File: src/hw/rtl/plu_pkg.sv
// Shared types and constants for the particle life update block.
// No dependencies; used by particle_life_update and plu_div.
`default_nettype none

package plu_pkg;

    localparam int unsigned WORD_W      = 32;
    localparam int unsigned QUO_W       = 16;
    localparam int unsigned DIV_STAGES  = 8;
    localparam int unsigned DIV_STEPS   = QUO_W / DIV_STAGES;
    localparam int unsigned IN_DATA_W   = 288;
    localparam int unsigned OUT_DATA_W  = 176;
    localparam int unsigned ONE_Q16     = 65536;

    // How the blend factor is chosen.
    typedef enum logic [1:0] {
        T_DIV  = 2'd0,
        T_ZERO = 2'd1,
        T_ONE  = 2'd2
    } t_tsel;

    typedef enum logic [1:0] {
        REG_START_COLOR = 2'd0,
        REG_END_COLOR   = 2'd1,
        REG_START_SIZE  = 2'd2,
        REG_END_SIZE    = 2'd3
    } t_reg_idx;

    // First stage: life update and motion products.
    typedef struct packed {
        logic [31:0]        pos_x;
        logic [31:0]        pos_y;
        logic [31:0]        angle;
        logic signed [63:0] prod_x;
        logic signed [63:0] prod_y;
        logic signed [63:0] prod_a;
        logic [31:0]        life;
        logic [31:0]        full;
        logic               live;
    } t_s1;

    // Payload that travels beside the divider.
    typedef struct packed {
        logic [31:0] pos_x;
        logic [31:0] pos_y;
        logic [31:0] angle;
        logic [31:0] life;
        logic        live;
        t_tsel       tsel;
    } t_side;

endpackage

`default_nettype wire

File: src/hw/rtl/plu_div.sv
// Pipelined restoring divider for the life ratio, two quotient bits per stage.
// Depends on plu_pkg; stage enables come from the top level's stall chain.
`default_nettype none

module plu_div (
    input  wire logic                           i_clk,
    input  wire logic [plu_pkg::DIV_STAGES-1:0] i_en,
    input  wire logic [31:0]                    i_rem,
    input  wire logic [31:0]                    i_den,
    output logic      [plu_pkg::QUO_W-1:0]      o_quo
);

    logic [31:0]               r_rem [plu_pkg::DIV_STAGES];
    logic [31:0]               r_den [plu_pkg::DIV_STAGES];
    logic [plu_pkg::QUO_W-1:0] r_quo [plu_pkg::DIV_STAGES];
    logic [31:0]               n_rem [plu_pkg::DIV_STAGES];
    logic [plu_pkg::QUO_W-1:0] n_quo [plu_pkg::DIV_STAGES];

    genvar j;
    generate
        for (j = 0; j < plu_pkg::DIV_STAGES; j++) begin : g_stage
            logic [31:0]               w_rem_in;
            logic [31:0]               w_den_in;
            logic [plu_pkg::QUO_W-1:0] w_quo_in;

            if (j == 0) begin : g_first
                assign w_rem_in = i_rem;
                assign w_den_in = i_den;
                assign w_quo_in = '0;
            end else begin : g_next
                assign w_rem_in = r_rem[j-1];
                assign w_den_in = r_den[j-1];
                assign w_quo_in = r_quo[j-1];
            end

            // Shift in a zero numerator bit, subtract when it fits.
            always_comb begin
                logic [32:0] rem2;
                n_rem[j] = w_rem_in;
                n_quo[j] = w_quo_in;
                for (int k = 0; k < plu_pkg::DIV_STEPS; k++) begin
                    rem2 = {n_rem[j], 1'b0};
                    if (rem2 >= {1'b0, w_den_in}) begin
                        n_rem[j] = 32'(rem2 - {1'b0, w_den_in});
                        n_quo[j] = {n_quo[j][plu_pkg::QUO_W-2:0], 1'b1};
                    end else begin
                        n_rem[j] = rem2[31:0];
                        n_quo[j] = {n_quo[j][plu_pkg::QUO_W-2:0], 1'b0};
                    end
                end
            end

            always_ff @(posedge i_clk) begin
                if (i_en[j]) begin
                    r_rem[j] <= n_rem[j];
                    r_den[j] <= w_den_in;
                    r_quo[j] <= n_quo[j];
                end
            end
        end
    endgenerate

    assign o_quo = r_quo[plu_pkg::DIV_STAGES-1];

endmodule

`default_nettype wire

File: config.mk
export PLATFORM = sky130hd
export DESIGN_NAME = plu_div
export DESIGN_NICKNAME = d
export VERILOG_FILES = /design/src/hw/rtl/plu_pkg.sv /design/src/hw/rtl/plu_div.sv
export SDC_FILE = /design/constraint.sdc
export NUM_CORES = 2
export LEC_CHECK = 0
export BUFFER_PORTS_ARGS = -buffer_cell sky130_fd_sc_hd__clkbuf_2
export CORE_ASPECT_RATIO = 1.2
export CORE_MARGIN = 4
export CORE_UTILIZATION = 55
export CTS_CLUSTER_SIZE = 10
export DETAILED_ROUTE_END_ITERATION = 8
export PLACE_DENSITY_LB_ADDON = 0.1
export SETUP_SLACK_MARGIN = 0.5
export SYNTH_ARGS = -nofsm -noshare
export SYNTH_HDL_FRONTEND = slang
export SYNTH_SLANG_ARGS = --single-unit
File: constraint.sdc
create_clock -name i_clk -period 7.8 [get_ports i_clk]
set_input_delay 1.56 -clock i_clk [delete_from_list [all_inputs] [get_ports i_clk]]
set_output_delay 1.56 -clock i_clk [all_outputs]
set_load 0.01 [all_outputs]
==> run metrics <==
reg2reg start=r_den[5][24]; max-slew violations=0; Layout fillers=7425; # port buffers=88; Reg2Reg Setup Slack=between 0.7 and 0.8 ns; Critical Path AT=7.59 ns; Skew-Pair Late Insertion Delay=~0.62 ns; Netlist Area Pre-Place=0.0470 sq mm; Tightest Hold Check Type=flip-flop to flip-flop; Slew headroom=between 30% and 40%; top post-synthesis cells by area=edfxtp_1, ha_1, a21oi_1; Synth warnings=0; number of global-route vias before repair=between 30000 and 40000; asr flop ratio synth=0%; CTS tree=yes; Synth Instances=around 5000; Layout Nets=approximately 5800; type of the worst setup path=primary input to flip-flop; Main synth FF type=edfxtp_1; Longest Clk Path Bufs=3; Hold Path End=r_quo[1][42]; antenna violations before repair=1; CP Launch Type=primary input; syn nets=between 5000 and 6000; Storage cell area=~0.016 sq mm; Vias=~38000; Ports=between 80 and 90; Post-DP HPWL=113000 microns; share of cells above drive strength 1=around 12%; status=finished clean; Synth cell types=93; clk sinks=520; fin area=roughly 0.05 sq mm; GR Overflow Total=0; Worst Hold Depth=0; Detailed Route WL=~140000 microns; Initial Util=about 55%; worst-case reg-to-reg path depth=23; #FFs+latches synth=520; WL per Instance=around 21 microns; # rows=about 120; Required @ worst endpoint=8.16 ns; Post-DRT Antenna Nets=0; H-tree levels=3; CP Capture Type=flip-flop; drt pass-1 iters=8; commonest non-fill, non-tap cell in the layout=edfxtp_1; commonest non-fill, non-tap cells in the layout=edfxtp_1, ha_1, a21oi_1; Worst-path clk slew=around 0.050 ns; Final min period=a little over 7 ns; first-pass GRT wire length=around 210000 microns; die area=about 0.090 sq mm; Vias/cell=between 5 and 6; DP Area=~0.050 sq mm; crit share post-route=between 90 and 100%; sequential-to-total area share from yosys stat=around 33%; share of Yosys cell area claimed by the top area cell type=around 33%; CTS root buffer=clkbuf_16; worst flop-to-flop path endpoint=r_rem[6][5]; RSZ-0062 raised after global routing=true; first-iteration detailed-routing DRC count=roughly 1700; largest area contributor in the netlist=edfxtp_1; Post-synth EDFFs=520; max cap viols=0; core area=~0.085 sq mm; hold path startpoint=r_quo[1][24]; die height=around 330 microns; area occupied by multi-input gates=~0.029 sq mm; CTS Buf Count=66; gr usage total=29.5%; Worst Path Max Fanout=22; Area Overhead vs Synth=9.48%; Fmax=between 0.1 and 0.15 GHz; clk_skew=between 0.015 and 0.02 ns; pin count of the biggest net entering global routing=71; Finish-stage setup viols=0; DRC=0; GPL Wtd Cong=~0.93; Final Hold Vio Count=0; post-synthesis area per instance=roughly 9.3 sq um; Die W=about 270 microns; Least-Margin Pin Slew=approximately 0.95 ns
-- layout make-up --
type	instances	area share (%)
Multi-Input combinational cell	4002	57.1
Sequential cell	520	30.4
Clock inverter	23	0.297
Tap cell	1130	2.75
Clock buffer	71	3.25
Antenna cell	1	0.00487
Inverter	406	2.96
Timing Repair Buffer	233	3.28
-- cell families (layout without fill, tap and decap cells) --
family | Yosys count | after routing | synth area share (%)
compound gates | 1585 | 1585 | 21.7
xor+xnor | 395 | 395 | 7.37
fa+ha+maj | 512 | 512 | 13.8
buf+inv | 527 | 733 | 4.46
flops | 520 | 520 | 33.3
mux | 277 | 277 | 6.96
other cells | 0 | 1 | 0
simple gates | 1233 | 1233 | 12.5
-- worst max-delay path, cell delays in order --
cell and delay (ns):
clkbuf_2 0.09, inv_1 0.05, ha_1 0.28, nor2b_2 0.17, o31ai_2 0.23, a21oi_2 0.12, a211o_1 0.34, a211o_1 0.39
a221oi_4 0.32, o21ai_2 0.14, a21oi_4 0.25, inv_2 0.14, buf_4 0.28, mux2_4 0.35, ha_1 0.31, buf_4 0.17
a21o_1 0.17, a21o_1 0.16, a21oi_1 0.22, o221ai_1 0.26, a2111oi_1 0.68, buf_4 0.23, o31ai_1 0.10, a21o_1 0.20
a21o_1 0.18, xnor2_1 0.12, mux2i_1 0.08
-- layer usage --
layer / part of all wire (%) / GRT usage [%] / wire length, microns / vias up
met2: 56 / 60.2 / 75300 / 753
met3: 2.4 / 3.01 / 3220 / 423
li1: - / - / - / 19100
met1: 32 / 25.0 / 43500 / 17900
met4: 9.7 / 23.9 / 13100 / 0
met5: 0 / 0 / 0 / -
-- cell usage after synthesis (87+ instances only) --
cell type,count
nand2_1,381
nand3_1,89
a21oi_1,474
ha_1,504
clkbuf_1,87
mux2_2,204
o21ai_0,318
xnor2_1,257
edfxtp_1,520
xor2_1,138
nor2_1,316
a21o_1,222
inv_1,402
-- how the worst max path moves through the flow --
stage	endpoint	startpoint	slack (ns)	cells after the start
after global placement	r_rem[0][24]	i_den[1]	-0.12	27
after global routing	r_rem[0][24]	i_den[1]	0.42	27
after CTS	r_rem[0][24]	i_den[1]	0.54	27
after detailed placement	r_rem[0][24]	i_den[1]	-0.11	27
after floorplan	r_rem[0][10]	i_den[1]	0.67	25
final	r_rem[0][24]	i_den[1]	0.56	27
-- state kept, by name, indices dropped and copies added (netlist names) --
signal,cells
r_den,224
r_rem,224
r_quo,72
-- per-stage QoR --
stage / instances / hold WS [ns] / worst slack, ns / utilization [%] / TNS (ns)
4_1_cts: 6382 / 0.413 / 0.542 / 60.6 / 0
3_3_place_gp: 6288 / 0.400 / -0.116 / 58.4 / -0.183
2_1_floorplan: 5049 / 0.400 / 0.669 / - / 0
6_report: 6386 / 0.409 / 0.564 / 60.6 / 0
5_1_grt: 6385 / 0.424 / 0.416 / 60.6 / 0
3_5_place_dp: 6288 / 0.405 / -0.105 / 58.4 / -0.156
-- repair_timing --
item                                    in CTS  in global routing
hold buffers                                 0                  0
resized for setup                            0                  7
buffers inserted                             0                  3
endpoints found under the setup margin       0                 59
Power is not shown: default switching activity piles up to over one toggle a cycle in this logic, so the estimate is an artifact.
